$ cat src/twdt_pkg.sv
// twdt_pkg: shared types and constants for the time-window distinct table.
// Used by twdt_ctrl, twdt_dpath and time_distinct_window_table.
package twdt_pkg;

   localparam int TIME_W = 48;
   localparam int ID_W   = 10;
   localparam int CNT_W  = 11;

   localparam logic [TIME_W-1:0] WINDOW_RESET = 48'd1000;

   localparam logic CMD_PUSH    = 1'b0;
   localparam logic CMD_REFRESH = 1'b1;

   // controller -> datapath
   typedef struct packed {
      logic capture;   // take a request word, start a new sweep
      logic clear_wr;  // clearing pass after reset
      logic scan_rd;   // issue a sweep read at the scan address
   } twdt_cmd_type;

   // datapath -> controller
   typedef struct packed {
      logic scan_last; // scan address sits on the last entry
   } twdt_stat_type;

endpackage

$ cat src/twdt_ctrl.sv
// twdt_ctrl: sequencer for clearing pass, table sweep and response strobe.
// Depends on twdt_pkg.
module twdt_ctrl (
   input  logic                   clock,
   input  logic                   reset,
   input  logic                   start,
   input  twdt_pkg::twdt_stat_type stat,
   output twdt_pkg::twdt_cmd_type  cmd,
   output logic                   busy,
   output logic                   rsp_valid
);
   import twdt_pkg::*;

   localparam logic [2:0] ST_CLEAR = 3'd0;
   localparam logic [2:0] ST_IDLE  = 3'd1;
   localparam logic [2:0] ST_SWEEP = 3'd2;
   localparam logic [2:0] ST_DRAIN = 3'd3;
   localparam logic [2:0] ST_RESP  = 3'd4;

   logic [2:0] state_ff;
   logic [2:0] state_in;

   always_comb begin
      cmd      = '0;
      state_in = state_ff;
      case (state_ff)
         ST_CLEAR: begin
            cmd.clear_wr = 1'b1;
            if (stat.scan_last) state_in = ST_IDLE;
         end
         ST_IDLE, ST_RESP: begin
            // a new word may enter while the last response is strobed
            if (start) begin
               cmd.capture = 1'b1;
               state_in    = ST_SWEEP;
            end else begin
               state_in = ST_IDLE;
            end
         end
         ST_SWEEP: begin
            cmd.scan_rd = 1'b1;
            if (stat.scan_last) state_in = ST_DRAIN;
         end
         ST_DRAIN: begin
            state_in = ST_RESP;
         end
         default: begin
            state_in = ST_CLEAR;
         end
      endcase
   end

   always_ff @(posedge clock) begin
      if (reset) begin
         state_ff <= ST_CLEAR;
      end else begin
         state_ff <= state_in;
      end
   end

   assign busy      = !(state_ff == ST_IDLE || state_ff == ST_RESP);
   assign rsp_valid = (state_ff == ST_RESP);

endmodule

$ cat config.mk
export PLATFORM = sky130hd
export DESIGN_NAME = twdt_ctrl
export DESIGN_NICKNAME = d
export VERILOG_FILES = /design/src/twdt_pkg.sv /design/src/twdt_ctrl.sv
export SDC_FILE = /design/constraint.sdc
export NUM_CORES = 1
export LEC_CHECK = 0
export BUFFER_PORTS_ARGS = -buffer_cell sky130_fd_sc_hd__buf_2
export CORE_AREA = 2 2 39 41
export CTS_CLUSTER_DIAMETER = 80
export DETAILED_ROUTE_END_ITERATION = 10
export DIE_AREA = 0 0 41 43
export MAX_ROUTING_LAYER = met4
export PLACE_DENSITY_LB_ADDON = 0.3
export SLEW_MARGIN = 20
export SYNTH_ARGS = -nofsm -noshare
export SYNTH_HDL_FRONTEND = slang
export SYNTH_SLANG_ARGS = --single-unit
$ cat constraint.sdc
create_clock -name clock -period 2.85 [get_ports clock]
set_clock_uncertainty 0.1 [all_clocks]
set_input_delay 0.57 -clock clock [delete_from_list [all_inputs] [get_ports clock]]
set_output_delay 0.57 -clock clock [all_outputs]
set_load 0.03 [all_outputs]
==> results of run 1 <==
[power groups by stage]
stage | Sequential [mW] | Clock [mW] | Combinational (mW)
finish | 0.0502 | 0.0737 | 0.0292
global route | 0.0508 | 0.0830 | 0.0319
CTS | 0.0500 | 0.0780 | 0.0295
detailed placement | 0.0508 | 0 | 0.0295
global placement | 0.0510 | 0 | 0.0295
floorplan | 0.0472 | 0 | 0.0267
[through the flow]
stage / total power [mW] / hold slack (ps) / cells
final: 0.1531 / 425.3 / 46
after global routing: 0.1656 / 424.3 / 46
after CTS: 0.1575 / 419.0 / 46
after detailed placement: 0.08024 / 478.1 / 42
after global placement: 0.08043 / 480.3 / 42
after floorplan: 0.07393 / 417.6 / 20
[cell families after synthesis]
family / synth area share, %
xor gates and xnor gates: 4.322
and+or+nand+nor: 40.12
AOI/OAI and AO/OA: 12.97
buffers and inverters: 12.96
DFF: 29.63
[cell usage after synthesis, drive strengths merged]
| library cell | number | area [µm²] |
|---|---|---|
| o311a | 1 | 10.01 |
| nor3 | 1 | 5.000 |
| nor4bb | 3 | 30.03 |
| nand2b | 1 | 6.260 |
| buf | 2 | 22.52 |
| or2 | 1 | 6.260 |
| o31ai | 1 | 7.510 |
| inv | 1 | 3.750 |
| o31a | 1 | 8.760 |
| dfxtp | 3 | 60.06 |
| nor3b | 3 | 27.52 |
| nor2b | 1 | 6.260 |
| xor2 | 1 | 8.760 |
[layout by cell type, fill, tap and decap left out, drive strengths merged, types with 3 or more instances in the layout]
master and n:
clkbuf 4, nor4bb 3, buf 8, dfxtp 3, nor3b 3
[routing by layer]
layer,vias up,share of wire [%],track usage [%]
li1,95,-,-
met1,88,40,7.051
met2,3,52,7.813
met3,2,2.6,4.712
met4,0,4.5,10.00
met5,-,0,-
[area by class of cell]
type,instances,share of cell area (%)
Clock buffer,4,9.859
Inverter,1,1.408
Multi-Input combinational cell,14,43.66
Tap cell,16,7.512
Sequential cell,3,22.54
Timing Repair Buffer,8,15.02
[path summary, 6_finish.rpt]
| kind | from | endpoint | slack, ps | cells past startpoint |
|---|---|---|---|---|
| worst max-delay path | state_ff[2]$_SDFFE_PP0P_ | cmd[2] | 790 | 3 |
| worst min-delay path | reset | state_ff[2]$_SDFFE_PP0P_ | 430 | 2 |
| worst max register to register | state_ff[2]$_SDFFE_PP0P_ | state_ff[1]$_SDFFE_PP0P_ | 1680 | 2 |
| worst min register to register | state_ff[1]$_SDFFE_PP0P_ | state_ff[2]$_SDFFE_PP0P_ | 480 | 1 |
==> reports/qor.yml, run 1 <==
sta:
  hold_viol_final: 0
  setup_viol: 0
  setup-tns-final_ps: 0
  max_freq_mhz: 484.5
  rsz0062_at_grt: "false"
  period_minus_slack_ps: 2064
  tightest_slew_ps: 340.9
  slew_viol_final: 0
  worst_slack_ps: 786.1
  slew_headroom_pct: 77.24
  fin_crit_sh_pct: 72.42
clock_tree:
  cts_tree: "yes"
  clock_path_buffers: 2
  post_cts_resized: 0
  post_cts_buffers: 0
  insertion_delay_ps: 230
  cts.sinks: 3
  cts-root-buf: "clkbuf_4"
  htreeDepth: 1
  numCtsBuffers: 3
  clk_pin_slew_worst_paths_ps: 40
  ctsHoldBuffers: 0
cells_and_area:
  regMostFlops: "state_ff"
  multi_input_area_um2: 116.4
  largestRegisters: "state_ff (3)"
  area_growth_pct: 31.48
  regArea_um2: 60.06
  fillers: 160
  fin_area_um2: 266.5
  layout.nets: 35
  post-route-util_pct: 19.26
  drive_above_1_share_pct: 40.00
  antennaDiodeCount: 0
  largest_reg_flops: 3
critical_path:
  cp_cell_sequence: "nor4bb_1 > or2_1 > buf_2"
  critPathMaxFanout: 10
  cp_top_family: "flip-flops"
  critPathSlowestCell: "dfxtp_1"
  crit_path_end_kind: "output pin"
  crit_type: "reg -> out"
  cp_slowest_stage_delay_ps: 510
  worst_setup_path_start_kind: "flip-flop"
  worstPathRequired_ps: 2180
  crit_arrival_ps: 1390
  crit_buf_inv: 1
die:
  rows: 14
  die_area_um2: 1763
  dieWidth_um: 41
  start_util_pct: 14.65
  die_y_um: 43
  ios: 9
  coreArea_um2: 1384
route:
  wl_per_cell_um: 9.239
  ant_nets: 0
  via_per_inst: 4.087
  drt_iter0_markers: 1
  firstDrtPassIters: 3
  totalWireLength_um: 425
  num_vias: 188
  drcViolationCount: 0
pwr:
  intPower_uw: 109.2
  p_sw_uw: 43.93
  p_comb_share_pct: 19.1
  clock_power_share_pct: 48.1
  peakVddDrop_v: 0.0001252
  p_leak_nw: 0.1239
  netSwitchingFraction_pct: 28.69
  power.density_nw_per_um2: 574.6
  power_frac_seq_pct: 32.8
synthesis:
  synthCells: 20
  syn_area_um2: 202.7
  synth_nets: 24
  ys_warn_count: 0
  ys_seq_area_share_pct: 29.63
  ys_ff_latch: 3
  avgSynthCellArea_um2: 10.13
  synth_cell_types: 14
place:
  dp_slack_ps: 831.8
  place.gp.congestion: 0.6799
  port_buffers: 8
  place_hpwl_um: 299.5
  postPlaceCellArea_um2: 240.2
run_status:
  status: "finished clean"
global_routing:
  grt_pass1_vias: 169
  grt_max_degree: 11
  grtUsageTotal_pct: 7.297
  antenna_found_initial: 0
  grt-ovfl-total: 0
  grt_pass1_wl_um: 710
hold_path:
  hp-class: "in -> reg"
run:
  cap_violations: 0
Power figures use the tool's default switching activity.
==> run 2: changes to the inputs <==
==> constraint.sdc (replaced) <==
create_clock -name clock -period 2.1 [get_ports clock]
set_clock_uncertainty 0.1 [all_clocks]
set_input_delay 0.42 -clock clock [delete_from_list [all_inputs] [get_ports clock]]
set_output_delay 0.42 -clock clock [all_outputs]
set_load 0.03 [all_outputs]
==> run 2 against run 1 <==
Compared with the run above: first-iteration DRC count shrank 100%; core utilization stayed put; die area is the same; final cell count unchanged; combinational power rose by 35%; flip-flop and latch count unchanged; clock power up 35%; global-route usage shrank 0.84 points; largest cell class unchanged; largest power group unchanged; highest routed layer unchanged.
==> reports/qor.yml, run 2 (same netlist as run 1, synthesis figures left out) <==
run_status:
  status: "finished clean"  # unchanged
hold_path:
  hold_end: "state_ff[2]$_SDFFE_PP0P_"  # unchanged
  hp-class: "in -> reg"  # unchanged
  holdPathStages: 2  # unchanged
  holdCritStartpoint: "reset"  # unchanged
sta:
  slew_viol_final: 0  # unchanged
  slew_headroom_pct: 77.74  # was 77.24%
  rsz0062_at_grt: "false"  # unchanged
  period_minus_slack_ps: 1909
  setup_viol: 0  # unchanged
  setup-tns-final_ps: 0  # unchanged
  hold_viol_final: 0  # unchanged
  tightest_slew_ps: 333.4  # was 340.9 ps
  max_freq_mhz: 523.8
  fin_crit_sh_pct: 90.90
route:
  route.met3.wl_um: 11  # unchanged
  num_vias: 194  # was 188
  ant_nets: 0  # unchanged
  totalWireLength_um: 427  # was 425 µm
  wl_met2_um: 226  # was 221 µm
  via_per_inst: 4.217  # was 4.087
  met1_length_um: 169  # was 172 µm
  drt_iter0_markers: 0  # was 1
  wl_per_cell_um: 9.283  # was 9.239 µm
  firstDrtPassIters: 1  # was 3
  drcViolationCount: 0  # unchanged
  top_layer: "met4"  # unchanged
clock_tree:
  post_cts_resized: 0  # unchanged
  post_cts_buffers: 0  # unchanged
  insertion_delay_ps: 230  # about the same
  cts-root-buf: "clkbuf_4"  # unchanged
  cts_tree: "yes"  # unchanged
  clk_pin_slew_worst_paths_ps: 40  # about the same
  htreeDepth: 1  # unchanged
  clock_path_buffers: 2  # unchanged
  cts.sinks: 3  # unchanged
  numCtsBuffers: 3  # unchanged
  ctsHoldBuffers: 0  # unchanged
critical_path:
  crit_arrival_ps: 1390  # about the same
  crit_path_end_kind: "output pin"  # unchanged
  crit_type: "reg -> out"  # unchanged
  reg2regPathDepth: 2  # unchanged
  reg2reg_slack_ps: 940  # was 1680 ps
  r2r-end: "state_ff[1]$_SDFFE_PP0P_"  # unchanged
  worstPathRequired_ps: 1580  # was 2180 ps
  r2r_start: "state_ff[2]$_SDFFE_PP0P_"  # unchanged
  worst_setup_path_start_kind: "flip-flop"  # unchanged
  critPathMaxFanout: 10  # unchanged
die:
  rows: 14  # unchanged
  dieWidth_um: 41  # unchanged
  coreArea_um2: 1384  # unchanged
  die_y_um: 43  # unchanged
  die_area_um2: 1763  # unchanged
  ios: 9  # unchanged
  start_util_pct: 14.65  # unchanged
cells_and_area:
  drive_above_1_share_pct: 40.00  # unchanged
  final_common_cell: "buf_2"  # unchanged
  layout.nets: 35  # unchanged
  fin_cells: 46  # unchanged
  largest_reg_flops: 3  # unchanged
  antennaDiodeCount: 0  # unchanged
  regMostFlops: "state_ff"  # unchanged
  largestRegisters: "state_ff (3)"  # unchanged
  mostFrequentLayoutCells: "buf_2 (8), nor4bb_1 (3), clkbuf_4 (3), dfxtp_1 (3), nor3b_1 (2)"  # unchanged
  area_growth_pct: 31.48  # unchanged
  fillers: 166  # was 160
global_routing:
  grt_max_degree: 11  # unchanged
  grtUsageTotal_pct: 6.462  # was 7.297%
  grt-ovfl-total: 0  # unchanged
  grt_pass1_wl_um: 621  # was 710 µm
  grt_pass1_vias: 161  # was 169
  antenna_found_initial: 0  # unchanged
pwr:
  peakVddDrop_v: 0.0001102  # was 0.0001252 V
  power.density_nw_per_um2: 778.7  # was 574.6 nW/µm²
  p_leak_nw: 0.1239  # unchanged
place:
  dp_cells: 42  # unchanged
  place.gp.congestion: 0.6385  # was 0.6799
  port_buffers: 8  # unchanged
run:
  cap_violations: 0  # unchanged
-- run 2: cell counts in the layout (fill, tap and decap cells not counted) --
Identical to the previous run, type by type.
-- run 2: cell type report --
cell class / count / area (µm²) / area share, %
multi-input cells: 14 / 116.4 / 43.66
repair buffers: 8 / 40.04 / 15.02
inverters: 1 / 3.754 / 1.408
clock buffers: 4 / 26.28 / 9.859
well taps: 16 / 20.02 / 7.512
flip-flops and latches: 3 / 60.06 / 22.54
-- run 2: worst max path at each step --
stage / start / end
global placement: start / cmd[2]
finish: state_ff[2]$_SDFFE_PP0P_ / cmd[2]
detailed placement: start / cmd[2]
global route: state_ff[0]$_SDFFE_PP0P_ / cmd[2]
floorplan: state_ff[2]$_SDFFE_PP0P_ / rsp_valid
CTS: state_ff[2]$_SDFFE_PP0P_ / cmd[2]
-- run 2: worst max-delay path, stage by stage, from the launching register on --
cell      delay [ps]
dfxtp_1          510
nor4bb_1         320
or2_1            150
buf_2            180
-- run 2: stage by stage --
stage | setup WS (ps) | hold slack, ps | utilization [%] | area [µm²] | total power [mW]
6_report | 191.0 | 266.5 | 19.26 | 266.5 | 0.2075
5_1_grt | 93.87 | 267.7 | 19.26 | 266.5 | 0.2238
4_1_cts | 171.8 | 260.2 | 19.26 | 266.5 | 0.2127
3_5_place_dp | 378.4 | 486.3 | 17.36 | 240.2 | 0.1094
3_3_place_gp | 370.9 | 482.8 | 17.36 | 240.2 | 0.1093
2_1_floorplan | 408.7 | 397.5 | - | 202.7 | 0.1003
-- run 2: where the power goes --
part / total (mW) / internal (mW) / switching, mW
Clock: 0.0997 / 0.0711 / 0.0286
Sequential: 0.0683 / 0.0606 / 0.00767
Combinational: 0.0395 / 0.0164 / 0.0231
Total: 0.208 / 0.148 / 0.0593
-- run 2: metal layers --
layer,global-route usage [%],up-vias
met5,-,-
met4,12.00,0
met3,1.571,2
met2,7.500,3
met1,5.732,95
li1,-,94
==> run 3: changes to the inputs <==
--- a/config.mk
+++ b/config.mk
@@ -5,11 +5,13 @@
 export SDC_FILE = /design/constraint.sdc
 export NUM_CORES = 1
 export LEC_CHECK = 0
-export BUFFER_PORTS_ARGS = -buffer_cell sky130_fd_sc_hd__buf_2
+export BUFFER_PORTS_ARGS = -buffer_cell sky130_fd_sc_hd__buf_4
 export CORE_AREA = 2 2 39 41
+export CTS_BUF_LIST = sky130_fd_sc_hd__clkbuf_4 sky130_fd_sc_hd__clkbuf_8 sky130_fd_sc_hd__clkbuf_16
 export CTS_CLUSTER_DIAMETER = 80
 export DETAILED_ROUTE_END_ITERATION = 10
 export DIE_AREA = 0 0 41 43
+export HOLD_SLACK_MARGIN = 0.08
 export MAX_ROUTING_LAYER = met4
 export PLACE_DENSITY_LB_ADDON = 0.3
 export SLEW_MARGIN = 20
==> run 3 against run 2 <==
Compared with the run above: clock-buffer cell count stayed put; die area unchanged; register-to-register slack got worse by 30 ps; critical path depth unchanged; worst hold slack worse by 3.8 ps; largest cell class unchanged; global-route usage down 0.089 points; via count down 5.7%; core utilization increased by 1.7 points.
==> reports/qor.yml, run 3 (same netlist as run 1, synthesis figures left out) <==
sta:
  slew_viol_final: 0  # unchanged
  setup_viol: 0  # unchanged
  fin_crit_sh_pct: 90.01  # was 90.90%
  rsz0062_at_grt: "false"  # unchanged
  setup-tns-final_ps: 0  # unchanged
  tightest_slew_ps: 325.3  # was 333.4 ps
  whs_ps: 262.7  # was 266.5 ps
  max_freq_mhz: 529.0  # was 523.8 MHz
  period_minus_slack_ps: 1890  # was 1909 ps
  worst_slack_ps: 209.8  # was 191.0 ps
  slew_headroom_pct: 78.02  # was 77.74%
  hold_viol_final: 0  # unchanged
pwr:
  p_leak_nw: 0.1325  # was 0.1239 nW
  clock_power_share_pct: 49.7  # was 48.1%
  peakVddDrop_v: 0.0003832  # was 0.0001102 V
  power.density_nw_per_um2: 780.5  # was 778.7 nW/µm²
  p_sw_uw: 59.91  # was 59.33 µW
  p_comb_share_pct: 20.3  # was 19.0%
  power_frac_seq_pct: 30.0  # was 32.9%
  intPower_uw: 166.6  # was 148.2 µW
  netSwitchingFraction_pct: 26.44  # was 28.59%
die:
  dieWidth_um: 41  # unchanged
  die_y_um: 43  # unchanged
  start_util_pct: 14.65  # unchanged
  coreArea_um2: 1384  # unchanged
  die_area_um2: 1763  # unchanged
  rows: 14  # unchanged
  ios: 9  # unchanged
route:
  drt_iter0_markers: 2  # was 0
  via_per_inst: 3.978  # was 4.217
  num_vias: 183  # was 194
  totalWireLength_um: 433  # was 427 µm
  firstDrtPassIters: 4  # was 1
  wl_per_cell_um: 9.413  # was 9.283 µm
  ant_nets: 0  # unchanged
  drcViolationCount: 0  # unchanged
cells_and_area:
  layout.nets: 35  # unchanged
  largestRegisters: "state_ff (3)"  # unchanged
  final_common_cell: "buf_4"  # was buf_2
  area_growth_pct: 43.21  # was 31.48%
  largest_reg_flops: 3  # unchanged
  fin_area_um2: 290.3  # was 266.5 µm²
  drive_above_1_share_pct: 43.33  # was 40.00%
  regMostFlops: "state_ff"  # unchanged
  antennaDiodeCount: 0  # unchanged
  mostFrequentLayoutCells: "buf_4 (8), clkbuf_4 (4), nor4bb_1 (3), dfxtp_1 (3), nor3b_1 (2)"  # was buf_2 (8), nor4bb_1 (3), clkbuf_4 (3), dfxtp_1 (3), nor3b_1 (2)
critical_path:
  worstPathRequired_ps: 1580  # about the same
  crit_path_end_kind: "output pin"  # unchanged
  crit_arrival_ps: 1370  # was 1390 ps
  worst_setup_path_start_kind: "flip-flop"  # unchanged
  cp_cell_sequence: "nor4bb_1 > or2_1 > buf_4"  # was nor4bb_1 > or2_1 > buf_2
  crit_type: "reg -> out"  # unchanged
  cp_slowest_stage_delay_ps: 500  # was 510 ps
  critPathMaxFanout: 10  # unchanged
  critPathSlowestCell: "dfxtp_1"  # unchanged
global_routing:
  grt-ovfl-total: 0  # unchanged
  antenna_found_initial: 0  # unchanged
  grtUsageTotal_pct: 6.372  # was 6.462%
  grt_pass1_vias: 162  # was 161
  grt_pass1_wl_um: 703  # was 621 µm
  grt_max_degree: 11  # unchanged
clock_tree:
  clk_pin_slew_worst_paths_ps: 40  # about the same
  clock_path_buffers: 2  # unchanged
  ctsHoldBuffers: 0  # unchanged
  cts_tree: "yes"  # unchanged
  numCtsBuffers: 3  # unchanged
  post_cts_resized: 0  # unchanged
  cts-root-buf: "clkbuf_4"  # unchanged
  cts.sinks: 3  # unchanged
  insertion_delay_ps: 230  # about the same
  htreeDepth: 1  # unchanged
  post_cts_buffers: 0  # unchanged
place:
  postPlaceCellArea_um2: 260.3  # was 240.2 µm²
  place_hpwl_um: 333.3
  dp_slack_ps: 415.4  # was 378.4 ps
  place.gp.congestion: 0.7292  # was 0.6385
  port_buffers: 8  # unchanged
run_status:
  status: "finished clean"  # unchanged
hold_path:
  hp-class: "in -> reg"  # unchanged
run:
  cap_violations: 0  # unchanged
-- run 3: cell count changes in the layout (fill, tap and decap cells not counted) --
cell | before | now
buf_2 | 8 | 0
buf_4 | 0 | 8
clkbuf_1 | 1 | 0
clkbuf_4 | 3 | 4
-- run 3: worst paths after layout --
path	start	end	slack (ps)	cells past startpoint
worst max-delay path	state_ff[2]$_SDFFE_PP0P_	cmd[2]	210	3
worst max register to register	state_ff[2]$_SDFFE_PP0P_	state_ff[1]$_SDFFE_PP0P_	910	2
worst min register to register	state_ff[1]$_SDFFE_PP0P_	state_ff[2]$_SDFFE_PP0P_	490	1
worst min-delay path	reset	state_ff[2]$_SDFFE_PP0P_	260	2
-- run 3: cell type report --
| class | instances | area [µm²] |
|---|---|---|
| Timing Repair Buffer | 8 | 60.06 |
| Sequential cell | 3 | 60.06 |
| Multi-Input combinational cell | 14 | 116.4 |
| Tap cell | 16 | 20.02 |
| Fill cell | 165 | 1094 |
| Clock buffer | 4 | 30.03 |
| Inverter | 1 | 3.754 |
-- run 3: power by group through the flow --
| stage | registers, mW | logic [mW] | clock network (mW) |
|---|---|---|---|
| 2_1_floorplan | 0.0641 | 0.0362 | 0 |
| 3_3_place_gp | 0.0686 | 0.0460 | 0 |
| 3_5_place_dp | 0.0690 | 0.0463 | 0 |
| 4_1_cts | 0.0680 | 0.0464 | 0.120 |
| 5_1_grt | 0.0691 | 0.0492 | 0.125 |
| 6_report | 0.0681 | 0.0460 | 0.113 |
-- run 3: layer usage --
metal	vias to the layer above	GRT usage [%]	part of all wire, %
li1	93	-	-
met1	87	7.692	42
met2	3	7.187	54
met3	0	4.712	3.2
met4	0	4.000	0
met5	-	-	0
-- run 3: worst max-delay path: cells and delay by family (launching register included) --
kind	cells	cell delay (ps)
buffers and inverters	1	150
DFF	1	500
and+or+nand+nor	2	490
-- run 3: through the flow --
stage               utilization, %  std cells  power (mW)
floorplan                        -         20      0.1003
finish                       20.98         46      0.2266
global route                 20.98         46      0.2437
global placement             18.81         42      0.1146
detailed placement           18.81         42      0.1153
CTS                          20.98         46      0.2346
